## src/design/sv39ptw_pkg.sv

```systemverilog
// Shared types and constants for the Sv39 table walker.
`timescale 1ns / 1ps

package sv39ptw_pkg;

	localparam int TABLE_PAGES_DEF = 64;
	localparam int VPN_W           = 9;
	localparam int ENTRIES         = 512;
	localparam int PPN_W           = 44;
	localparam int BASE_W          = 44;
	localparam int LOC_W           = 15;

	localparam logic [1:0] KIND_WALK  = 2'd0;
	localparam logic [1:0] KIND_MAP   = 2'd1;
	localparam logic [1:0] KIND_MEGA  = 2'd2;
	localparam logic [1:0] KIND_PROBE = 2'd3;

	localparam logic [1:0] LEVEL_TOP  = 2'd2;
	localparam logic [1:0] LEVEL_MID  = 2'd1;
	localparam logic [1:0] LEVEL_LEAF = 2'd0;

	typedef enum logic [2:0] {
		ST_OK         = 3'd0,
		ST_VA_RANGE   = 3'd1,
		ST_NOT_MAPPED = 3'd2,
		ST_NO_FREE    = 3'd3,
		ST_MISALIGNED = 3'd4,
		ST_ALREADY    = 3'd5,
		ST_BAD_PTR    = 3'd6
	} status_t;

	typedef enum logic [2:0] {
		S_CLEAR,
		S_IDLE,
		S_START,
		S_READ,
		S_EVAL,
		S_SWEEP,
		S_LINK,
		S_DONE
	} state_t;

	typedef struct packed {
		logic en;
		logic we;
	} mem_cmd_t;

	typedef struct packed {
		status_t           status;
		logic [63:0]       value;
		logic [LOC_W-1:0]  loc;
	} result_t;

endpackage

```

## src/design/sv39ptw_ctrl.sv

```systemverilog
// Walk sequencer: clear pass, level descent, allocation and leaf update.
`timescale 1ns / 1ps

module sv39ptw_ctrl #(
	parameter int TABLE_PAGES = sv39ptw_pkg::TABLE_PAGES_DEF,
	parameter int PW          = (TABLE_PAGES > 1) ? $clog2(TABLE_PAGES) : 1,
	parameter int AW          = PW + sv39ptw_pkg::VPN_W
) (
	input  logic                               clk,
	input  logic                               arst_n,
	input  logic                               req_valid,
	output logic                               req_ready,
	input  logic [1:0]                         kind,
	input  logic [63:0]                        virt_addr,
	input  logic [55:0]                        phys_addr,
	input  logic [9:0]                         permissions,
	input  logic                               allocate,
	input  logic [sv39ptw_pkg::BASE_W-1:0]     base_ppn,
	output logic                               res_valid,
	input  logic                               res_ready,
	output sv39ptw_pkg::result_t               res,
	output sv39ptw_pkg::mem_cmd_t              mem_cmd,
	output logic [AW-1:0]                      mem_addr,
	output logic [63:0]                        mem_wdata,
	input  logic [63:0]                        mem_rdata
);

	localparam int DEPTH = TABLE_PAGES * sv39ptw_pkg::ENTRIES;
	localparam logic [AW-1:0] LAST_ADDR = AW'(DEPTH - 1);
	localparam logic [PW:0] PAGES_N = (PW + 1)'(TABLE_PAGES);
	localparam logic [sv39ptw_pkg::PPN_W-1:0] PAGES_PPN = sv39ptw_pkg::PPN_W'(TABLE_PAGES);
	localparam logic [sv39ptw_pkg::VPN_W-1:0] LAST_ENTRY = sv39ptw_pkg::VPN_W'(sv39ptw_pkg::ENTRIES - 1);

	sv39ptw_pkg::state_t state_q, state_d;

	logic [1:0]                  kind_q;
	logic [63:0]                 va_q;
	logic [55:0]                 pa_q;
	logic [9:0]                  perm_q;
	logic                        alloc_q;
	logic [1:0]                  lvl_q;
	logic [PW-1:0]               page_q;
	logic [AW-1:0]               loc_q;
	logic [PW:0]                 next_free_q;
	logic [PW:0]                 hw_q;
	logic [AW-1:0]               clr_q;
	logic [sv39ptw_pkg::VPN_W-1:0] sweep_q;
	sv39ptw_pkg::result_t        res_q;

	logic [sv39ptw_pkg::VPN_W-1:0] vpn;
	logic [AW-1:0]               read_addr;
	logic                        is_map;
	logic                        may_alloc;
	logic [1:0]                  last_lvl;
	logic                        misaligned;
	logic [sv39ptw_pkg::PPN_W-1:0] off;
	logic [sv39ptw_pkg::PPN_W-1:0] new_ppn;
	logic [63:0]                 ptr_val;
	logic [63:0]                 leaf_val;
	logic [PW-1:0]               wr_page;

	logic                        fin;
	sv39ptw_pkg::status_t        fin_status;
	logic [63:0]                 fin_value;
	logic                        fin_loc_zero;
	logic                        step_down;
	logic [PW-1:0]               down_page;
	logic                        bump;
	logic                        hw_touch;

	always_comb begin
		case (lvl_q)
			sv39ptw_pkg::LEVEL_TOP: vpn = va_q[38:30];
			sv39ptw_pkg::LEVEL_MID: vpn = va_q[29:21];
			default:                vpn = va_q[20:12];
		endcase
	end

	assign read_addr = {page_q, vpn};
	assign is_map    = (kind_q == sv39ptw_pkg::KIND_MAP) || (kind_q == sv39ptw_pkg::KIND_MEGA);
	assign may_alloc = is_map || ((kind_q == sv39ptw_pkg::KIND_WALK) && alloc_q);
	assign last_lvl  = (kind_q == sv39ptw_pkg::KIND_MEGA) ? sv39ptw_pkg::LEVEL_MID
	                                                      : sv39ptw_pkg::LEVEL_LEAF;
	assign misaligned = (kind_q == sv39ptw_pkg::KIND_MEGA)
		? ((|va_q[20:0]) || (|pa_q[20:0]))
		: ((|va_q[11:0]) || (|pa_q[11:0]));

	assign off      = mem_rdata[53:10] - base_ppn;
	assign new_ppn  = base_ppn + sv39ptw_pkg::PPN_W'(next_free_q);
	assign ptr_val  = {10'b0, new_ppn, 10'b0} | 64'd1;
	assign leaf_val = {10'b0, pa_q[55:12], 10'b0} | {54'b0, perm_q} | 64'd1;
	assign wr_page  = loc_q[AW-1:sv39ptw_pkg::VPN_W];

	always_comb begin
		state_d      = state_q;
		mem_cmd      = '0;
		mem_addr     = read_addr;
		mem_wdata    = '0;
		fin          = 1'b0;
		fin_status   = sv39ptw_pkg::ST_OK;
		fin_value    = '0;
		fin_loc_zero = 1'b0;
		step_down    = 1'b0;
		down_page    = off[PW-1:0];
		bump         = 1'b0;
		hw_touch     = 1'b0;
		case (state_q)
			sv39ptw_pkg::S_CLEAR: begin
				mem_cmd  = '{en: 1'b1, we: 1'b1};
				mem_addr = clr_q;
				if (clr_q == LAST_ADDR) begin
					state_d = sv39ptw_pkg::S_IDLE;
				end
			end
			sv39ptw_pkg::S_IDLE: begin
				if (req_valid) begin
					state_d = sv39ptw_pkg::S_START;
				end
			end
			sv39ptw_pkg::S_START: begin
				if (is_map && misaligned) begin
					fin          = 1'b1;
					fin_status   = sv39ptw_pkg::ST_MISALIGNED;
					fin_loc_zero = 1'b1;
				end else if (|va_q[63:39]) begin
					fin          = 1'b1;
					fin_status   = sv39ptw_pkg::ST_VA_RANGE;
					fin_loc_zero = 1'b1;
				end else begin
					state_d = sv39ptw_pkg::S_READ;
				end
			end
			sv39ptw_pkg::S_READ: begin
				mem_cmd = '{en: 1'b1, we: 1'b0};
				state_d = sv39ptw_pkg::S_EVAL;
			end
			sv39ptw_pkg::S_EVAL: begin
				mem_addr  = loc_q;
				fin_value = mem_rdata;
				if (lvl_q != last_lvl) begin
					// descend through a table pointer
					if (mem_rdata[0]) begin
						if (|mem_rdata[3:1]) begin
							fin        = 1'b1;
							fin_status = sv39ptw_pkg::ST_ALREADY;
						end else if (off >= PAGES_PPN) begin
							fin        = 1'b1;
							fin_status = sv39ptw_pkg::ST_BAD_PTR;
						end else begin
							step_down = 1'b1;
							state_d   = sv39ptw_pkg::S_READ;
						end
					end else if (!may_alloc) begin
						fin        = 1'b1;
						fin_status = sv39ptw_pkg::ST_NOT_MAPPED;
					end else if (next_free_q >= PAGES_N) begin
						fin        = 1'b1;
						fin_status = sv39ptw_pkg::ST_NO_FREE;
					end else if (next_free_q < hw_q) begin
						// page may hold stale writes: zero it first
						state_d = sv39ptw_pkg::S_SWEEP;
					end else begin
						mem_cmd   = '{en: 1'b1, we: 1'b1};
						mem_wdata = ptr_val;
						hw_touch  = 1'b1;
						step_down = 1'b1;
						down_page = next_free_q[PW-1:0];
						bump      = 1'b1;
						state_d   = sv39ptw_pkg::S_READ;
					end
				end else begin
					fin = 1'b1;
					if (is_map) begin
						if (mem_rdata[0]) begin
							fin_status = sv39ptw_pkg::ST_ALREADY;
						end else begin
							mem_cmd   = '{en: 1'b1, we: 1'b1};
							mem_wdata = leaf_val;
							hw_touch  = 1'b1;
							fin_value = leaf_val;
						end
					end
				end
			end
			sv39ptw_pkg::S_SWEEP: begin
				mem_cmd  = '{en: 1'b1, we: 1'b1};
				mem_addr = {next_free_q[PW-1:0], sweep_q};
				if (sweep_q == LAST_ENTRY) begin
					state_d = sv39ptw_pkg::S_LINK;
				end
			end
			sv39ptw_pkg::S_LINK: begin
				mem_cmd   = '{en: 1'b1, we: 1'b1};
				mem_addr  = loc_q;
				mem_wdata = ptr_val;
				hw_touch  = 1'b1;
				step_down = 1'b1;
				down_page = next_free_q[PW-1:0];
				bump      = 1'b1;
				state_d   = sv39ptw_pkg::S_READ;
			end
			sv39ptw_pkg::S_DONE: begin
				if (res_ready) begin
					state_d = sv39ptw_pkg::S_IDLE;
				end
			end
			default: begin
				state_d = sv39ptw_pkg::S_IDLE;
			end
		endcase
		if (fin) begin
			state_d = sv39ptw_pkg::S_DONE;
		end
	end

	always_ff @(posedge clk or negedge arst_n) begin
		if (!arst_n) begin
			state_q <= sv39ptw_pkg::S_CLEAR;
		end else begin
			state_q <= state_d;
		end
	end

	// allocation and sweep bookkeeping
	always_ff @(posedge clk or negedge arst_n) begin
		if (!arst_n) begin
			next_free_q <= (PW + 1)'(1);
			hw_q        <= '0;
			clr_q       <= '0;
			sweep_q     <= '0;
		end else begin
			if (state_q == sv39ptw_pkg::S_CLEAR) begin
				clr_q <= clr_q + AW'(1);
			end
			if (state_q == sv39ptw_pkg::S_SWEEP) begin
				sweep_q <= sweep_q + sv39ptw_pkg::VPN_W'(1);
			end
			if (bump) begin
				next_free_q <= next_free_q + (PW + 1)'(1);
			end
			if (hw_touch && ({1'b0, wr_page} >= hw_q)) begin
				hw_q <= {1'b0, wr_page} + (PW + 1)'(1);
			end
		end
	end

	always_ff @(posedge clk) begin
		if (state_q == sv39ptw_pkg::S_IDLE && req_valid) begin
			kind_q  <= kind;
			va_q    <= virt_addr;
			pa_q    <= phys_addr;
			perm_q  <= permissions;
			alloc_q <= allocate;
		end
		if (state_q == sv39ptw_pkg::S_START) begin
			lvl_q  <= sv39ptw_pkg::LEVEL_TOP;
			page_q <= '0;
		end
		if (state_q == sv39ptw_pkg::S_READ) begin
			loc_q <= read_addr;
		end
		if (step_down) begin
			page_q <= down_page;
			lvl_q  <= lvl_q - 2'd1;
		end
		if (fin) begin
			res_q.status <= fin_status;
			res_q.value  <= fin_value;
			res_q.loc    <= fin_loc_zero ? '0 : sv39ptw_pkg::LOC_W'(loc_q);
		end
	end

	assign req_ready = (state_q == sv39ptw_pkg::S_IDLE);
	assign res_valid = (state_q == sv39ptw_pkg::S_DONE);
	assign res       = res_q;

endmodule

```

## config.mk

```make
export PLATFORM = sky130hd
export DESIGN_NAME = sv39ptw_ctrl
export DESIGN_NICKNAME = d
export VERILOG_FILES = /design/src/design/sv39ptw_pkg.sv /design/src/design/sv39ptw_ctrl.sv
export SDC_FILE = /design/constraint.sdc
export NUM_CORES = 1
export LEC_CHECK = 0
export BUFFER_PORTS_ARGS = -buffer_cell sky130_fd_sc_hd__buf_4
export CORE_ASPECT_RATIO = 0.9
export CORE_MARGIN = 1.5
export CORE_UTILIZATION = 45
export DETAILED_ROUTE_END_ITERATION = 8
export PLACE_DENSITY_LB_ADDON = 0.25
export SYNTH_ARGS = -nofsm -noshare
export SYNTH_HDL_FRONTEND = slang
export SYNTH_SLANG_ARGS = --single-unit
export TNS_END_PERCENT = 100
```

## constraint.sdc

```tcl
create_clock -name clk -period 4.78 [get_ports clk]
set_clock_uncertainty 0.15 [all_clocks]
set_input_delay 0.717 -clock clk [delete_from_list [all_inputs] [get_ports clk]]
set_output_delay 0.717 -clock clk [all_outputs]
set_load 0.01 [all_outputs]
```

==> qor.yml, run 1 <==
global_route:
  grt_pass1_vias: 13842
  grt_pass1_wl_um: 80800
  grt_usage: 0.287
  grt_max_degree: 99
  antenna_found_initial: 0
  grt_overflow: 0
drt:
  dr.first_iter.drc_count: 1023
  drc: 0
  ant_nets: 0
  wirelength_um: 53900
  viasPerCell: 5.63
  dr.pass1.iters: 5
  routedWlPerCell_um: 21.4
  vias: 14167
logic_synthesis:
  ys_warn_count: 0
  yosys.area.top_type_share: 0.447
  synthArstFlopShare: 0.147
  ys_seq_elements: 278
  syn_inst: 1549
  ys_types: 88
  synth.avg_cell_area_um2: 10.3
  yosysSeqAreaShare: 0.512
  synth_edf_count: 237
  dominantRegCellSynth: "edfxtp_1"
  yosysTopAreaCell: "edfxtp_1"
  yosys-top-cells-area: "edfxtp_1 45%, dfrtp_1 6.3%, ha_1 5.7%, nand2_1 5.6%, xnor2_1 3.9%"
  synth_area_um2: 15900
power:
  powerDensity_nw_per_um2: 448
  switchingPower_w: 0.00325
  power_leakage_nw: 9.05
  switching_share: 0.344
  pwr-share-clk: 0.243
  pwr-share-comb: 0.372
  power.internal_w: 0.00620
  seq_power_share: 0.385
  peakVddDrop_mv: 0.304
critical_path:
  start_kind: "flip-flop"
  worstPathMaxFanout: 3
  worst-path-stages: 15
  timing.reg2reg.setup_slack_ns: 1.11
  critical_path_required_ns: 3.91
  startpoint: "next_free_q[0]"
  cp_top_family: "simple AND/OR/NAND/NOR gates"
  slowest_delay_ns: 0.53
  timing.rr.start: "next_free_q[1]"
  endpoint_kind: "primary output"
  worstPathArrival_ns: 3.82
  r2r_cells: 13
  crit_buf_inv: 2
  cp_slowest_cell: "dfstp_2"
  cp-endpoint: "mem_wdata[52]"
  r2r-end: "hw_q[1]"
  path_class: "reg -> out"
  worstPathCellList: "ha_1 > fa_1 > a21oi_1 > o21bai_1 > a21oi_1 > o21bai_1 > a21oi_2 > nor3_4 > nand2_2 > nor4_2 > buf_4 > nand4_1 > xnor2_1 > o21ai_1 > buf_4"
placement:
  dpl-instance-area_um2: 20100
  portBuffers: 398
  pre_cts_ws_ns: -0.0285
  place.gp.congestion: 0.941
  dp.cells: 2457
  place_hpwl_um: 42700
clocking:
  cts_tree: "done"
  numCtsBuffers: 30
  clkSinkCount: 278
  h-tree-depth: 1
  cts_buffer_depth: 3
  path_clk_slew_ns: 0.06
  clock_tree.root_cell: "clkbuf_16"
  worstSkewPairLatency_ns: 0.57
floorplan:
  num_rows: 65
  start_util: 0.455
  dieArea_um2: 36500
  die_w_um: 201
  ios: 410
  core_area_um2: 35000
  fp.dieH_um: 181
run_status:
  outcome: "finished, final reports clean"
sta:
  hold_viol: 0
  max_freq_mhz: 214
  fin_crit_sh: 0.980
  worstMarginPinSlew_ns: 1.12
  worst_slack_ns: 0.0968
  slew-limit-headroom: 0.247
  fin_crit_ns: 4.68
  hold_slack_ns: 0.166
  setup_violations: 0
  slew_violations: 0
cells_and_area:
  antenna_cells: 0
  finalInstanceArea_um2: 21100
  fin_util: 0.603
  multi_input_area_um2: 7230
  ff_latch_area_um2: 8140
  nets: 2342
  final_cell_count_no_fill: 2515
  syn_to_final_growth_pct: 32.5
  layout-drive-gt1-share: 0.295
  n_fill_cell: 2959
hold_path:
  hold_path_class: "in -> reg"
  worstHoldStart: "phys_addr[32]"
job:
  cap_violations: 0
[power groups by stage]
stage               registers, W  clock network (W)  logic (W)
global route             0.00369            0.00241    0.00377
floorplan                0.00375                  0    0.00165
finish                   0.00364            0.00230    0.00351
CTS                      0.00364            0.00233    0.00349
detailed placement       0.00368                  0    0.00348
global placement         0.00366                  0    0.00344
[worst reg2reg max path: stages, from the launching register on]
cell and delay, ns:
dfrtp_1 0.41, buf_4 0.20, ha_1 0.29, a21o_1 0.16
a21o_1 0.17, a21o_1 0.17, a21o_1 0.18, a21oi_1 0.25
nor2_1 0.11, o21ai_2 0.22, o21ai_1 0.17, buf_4 0.22
o221ai_2 0.46, mux2_2 0.40
[through the flow]
| stage | total power, W | TNS [ns] |
|---|---|---|
| global placement | 0.00710 | -3.36 |
| floorplan | 0.00540 | 0 |
| detailed placement | 0.00716 | -0.919 |
| CTS | 0.00946 | 0 |
| finish | 0.00945 | 0 |
| global route | 0.00988 | -0.0759 |
[logic make-up (layout without fill, tap and decap cells)]
group | Yosys count | count (layout) | share of synthesized area
and+or+nand+nor | 588 | 588 | 0.178
AOI/OAI and AO/OA | 356 | 356 | 0.154
DFF | 278 | 278 | 0.512
buffers and inverters | 151 | 639 | 0.0400
xor gates and xnor gates | 88 | 88 | 0.0484
adders and majority gates | 74 | 74 | 0.0591
muxes | 13 | 13 | 0.00881
other | 1 | 10 | 0.000236
[state kept, by name, summed over array words and instances, names as in the netlist, 6 cells and up]
| signal | count |
|---|---|
| clr_q | 15 |
| hw_q | 7 |
| loc_q | 15 |
| next_free_q | 7 |
| pa_q | 56 |
| page_q | 6 |
| perm_q | 9 |
| res | 82 |
| sweep_q | 9 |
| va_q | 64 |
[how the worst min path moves through the flow]
stage | endpoint | slack (ns) | cells after the start
floorplan | clr_q[0] | 0.27 | 0
global placement | loc_q[13] | 0.30 | 0
detailed placement | loc_q[12] | 0.31 | 0
CTS | pa_q[29] | 0.15 | 1
global route | pa_q[20] | 0.16 | 1
finish | pa_q[32] | 0.17 | 1
[layout make-up]
class,instances,share of cell area
Clock buffer,35,0.0375
Clock inverter,20,0.00867
Inverter,78,0.0139
Multi-Input combinational cell,1129,0.343
Sequential cell,278,0.386
Tap cell,469,0.0278
Timing Repair Buffer,506,0.183
[what timing repair did]
action	4_1_cts	5_1_grt
gates resized for setup	2	8
endpoints found under the setup margin	5	7
setup buffers	0	2
hold endpoints to repair	40	0
hold buffers	1	0
pin swaps	1	4
[Yosys cell counts (28+ instances only)]
| library cell | n |
|---|---|
| dfrtp_1 | 40 |
| ha_1 | 72 |
| nand4_1 | 40 |
| o21ai_0 | 89 |
| clkbuf_1 | 40 |
| a21oi_1 | 63 |
| inv_1 | 78 |
| nor3_1 | 28 |
| nand3_1 | 39 |
| xnor2_1 | 71 |
| nand2_1 | 236 |
| and2_1 | 43 |
| edfxtp_1 | 237 |
| nor2_1 | 100 |
[placed cells by master (no fill, tap or decap), types with 10 or more instances in the layout]
master,synthesis,routed
a21o_1,26,26
a21oi_1,63,61
a221o_1,15,15
a22oi_1,25,25
a31oi_1,10,10
and2_1,43,42
and3_1,13,13
buf_4,13,501
clkbuf_16,0,31
conb_1,1,10
dfrtp_1,40,40
edfxtp_1,237,237
ha_1,72,72
inv_1,78,78
nand2_1,236,234
nand2b_1,16,16
nand3_1,39,39
nand4_1,40,40
nor2_1,100,99
nor2b_1,15,15
nor3_1,28,25
nor4_1,25,24
o211ai_1,10,10
o21a_1,10,10
o21ai_0,89,86
o21ai_1,10,12
xnor2_1,71,71
xor2_1,17,17
[layer usage]
layer | share of wire | global-route usage | vias to the layer above
li1 | - | - | 6623
met1 | 0.42 | 0.389 | 6787
met2 | 0.47 | 0.477 | 673
met3 | 0.079 | 0.0490 | 84
met4 | 0.028 | 0.0776 | 0
met5 | 0 | 0 | -
Power figures use the tool's default switching activity.
==> run 2, diff against run 1 <==
--- a/config.mk
+++ b/config.mk
@@ -7,7 +7,6 @@
 export LEC_CHECK = 0
 export BUFFER_PORTS_ARGS = -buffer_cell sky130_fd_sc_hd__buf_4
 export CORE_ASPECT_RATIO = 0.9
-export CORE_MARGIN = 1.5
 export CORE_UTILIZATION = 45
 export DETAILED_ROUTE_END_ITERATION = 8
 export PLACE_DENSITY_LB_ADDON = 0.25
==> qor.yml, run 2 (synthesized netlist as in run 1, its figures left out) <==
run_status:
  outcome: "finished, violations left"
  violations: "hold timing"
floorplan:
  start_util: 0.462  # +0.00711
  num_rows: 64  # -1.5%
  dieArea_um2: 36100  # -1.0%
  ios: 410  # unchanged
  die_w_um: 200  # -0.50%
  fp.dieH_um: 180  # -0.55%
  core_area_um2: 34400  # -1.5%
global_route:
  grt_max_degree: 80  # -19%
  grt_pass1_vias: 13746  # -0.69%
  grt_overflow: 0  # unchanged
  grt_usage: 0.291  # +0.00438
  grt_pass1_wl_um: 80800  # about the same
  antenna_found_initial: 2  # +2
cells_and_area:
  fin_util: 0.612  # +0.00938
  layout_commonest_cell: "buf_4"
  finalInstanceArea_um2: 21100  # about the same
  largest_register_ffs: 82  # unchanged
  final_cell_count_no_fill: 2508  # -0.28%
  layout-drive-gt1-share: 0.293  # -0.00181
  nets: 2344  # +0.085%
  layout_common_cells: "503 x buf_4, 237 x edfxtp_1, 235 x nand2_1"
  syn_to_final_growth_pct: 32.5  # about the same
drt:
  drc: 0  # unchanged
  vias: 13902  # -1.9%
  dr.first_iter.drc_count: 940  # -8.1%
  ant_nets: 0  # unchanged
  dr.pass1.iters: 6  # +1
  viasPerCell: 5.54  # -1.6%
  routedWlPerCell_um: 21.4  # about the same
  wirelength_um: 53700  # -0.30%
critical_path:
  start_kind: "flip-flop"
  worstPathMaxFanout: 15  # +12
  worstPathCellList: "ha_1 > a21o_1 > a21o_1 > a21o_1 > a21o_1 > a21oi_1 > nor2_1 > o21a_1 > a21oi_4 > buf_4 > o21ai_0 > buf_4"
  endpoint_kind: "primary output"
  worstPathArrival_ns: 3.72  # -0.10 ns
  cp_slowest_cell: "a21oi_4"
  critical_path_required_ns: 3.91  # about the same
  cpMostUsedCell: "a21o_1"
  slowest_delay_ns: 0.47  # -0.06 ns
  path_class: "reg -> out"
sta:
  fin_crit_sh: 0.960  # -0.0196
  slew-limit-headroom: 0.239  # -0.00886
  hold_slack_ns: -0.000678  # -0.167 ns
  fin_crit_ns: 4.59  # -0.0939 ns
  worstMarginPinSlew_ns: 1.14  # +0.0132 ns
  max_freq_mhz: 218  # +2.0%
  slew_violations: 0  # unchanged
  rsz0062_at_grt: "false"
  hold_viol: 2  # +2
  worst_slack_ns: 0.191  # +0.0939 ns
  setup_violations: 0  # unchanged
placement:
  dp.cells: 2456  # -0.041%
  place_hpwl_um: 42800  # +0.39%
  place.gp.congestion: 0.951  # +1.1%
  pre_cts_ws_ns: -0.187  # -0.159 ns
  portBuffers: 398  # unchanged
  dpl-instance-area_um2: 20100  # +0.31%
clocking:
  numCtsBuffers: 29  # -3.3%
  hold_buffers: 0  # -1
  post-cts-setup-buffers: 0  # unchanged
  h-tree-depth: 1  # unchanged
  cts_tree: "done"
  cts_buffer_depth: 3  # unchanged
  clock_tree.root_cell: "clkbuf_16"
  clkSinkCount: 278  # unchanged
  worstSkewPairLatency_ns: 0.58  # about the same
  path_clk_slew_ns: 0.06  # about the same
hold_path:
  hold_path_class: "in -> async"
power:
  peakVddDrop_mv: 0.402  # +32%
  powerDensity_nw_per_um2: 448  # about the same
  power_leakage_nw: 9.05  # about the same
job:
  cap_violations: 0  # unchanged
-- run 2: layer usage --
| layer | GRT usage | vias up | routed length (um) |
|---|---|---|---|
| met5 | 0 | - | 12 |
| met4 | 0.110 | 2 | 2100 |
| met3 | 0.0689 | 98 | 4390 |
| met2 | 0.470 | 583 | 24700 |
| met1 | 0.380 | 6587 | 22600 |
| li1 | - | 6632 | - |
-- run 2: critical path: cells and delay by family, from the launching register on --
kind            cells  cell delay [ns]
compound gates      8             1.79
fa+ha+maj           1             0.33
buf+inv             2             0.48
flops               1             0.46
simple gates        1             0.09
-- run 2: path summary, 6_finish.rpt --
kind,depth (start not counted),start,to,slack (ns)
max,12,next_free_q[1],mem_wdata[13],0.19
max in group asynchronous,1,arst_n,next_free_q[0],4.09
min,1,arst_n,clr_q[2],-0.0007
min reg2reg,0,page_q[4],loc_q[13],0.31
min in group clk,1,virt_addr[52],va_q[52],0.16
max reg2reg,12,next_free_q[1],hw_q[1],1.18
-- run 2: stage by stage --
step,total power (W),setup TNS (ns)
after floorplan,0.00540,0
after global placement,0.00716,-7.44
after detailed placement,0.00721,-13.68
after CTS,0.00947,0
after global routing,0.00988,0
final,0.00944,0
-- run 2: final cells by class --
cell class              instances  area (um2)
clock buffers                  39         783
flip-flops and latches        278        8140
fillers                      2884       13400
inverters                      78         293
repair buffers                509        3900
multi-input cells            1129        7240
diodes                          1        2.50
well taps                     462         578
clock inverters                12         141
-- run 2: timing repair --
action | in CTS | in global routing
pin swaps | 0 | 3
endpoints found under the setup margin | 6 | 5
gates resized for setup | 2 | 7
-- run 2: report_power, final --
group	switching [W]	internal, W	leakage [nW]
combinational	0.00202	0.00154	5.88
sequential	0.000273	0.00336	2.73
clock	0.000948	0.00130	0.447
total	0.00324	0.00620	9.05
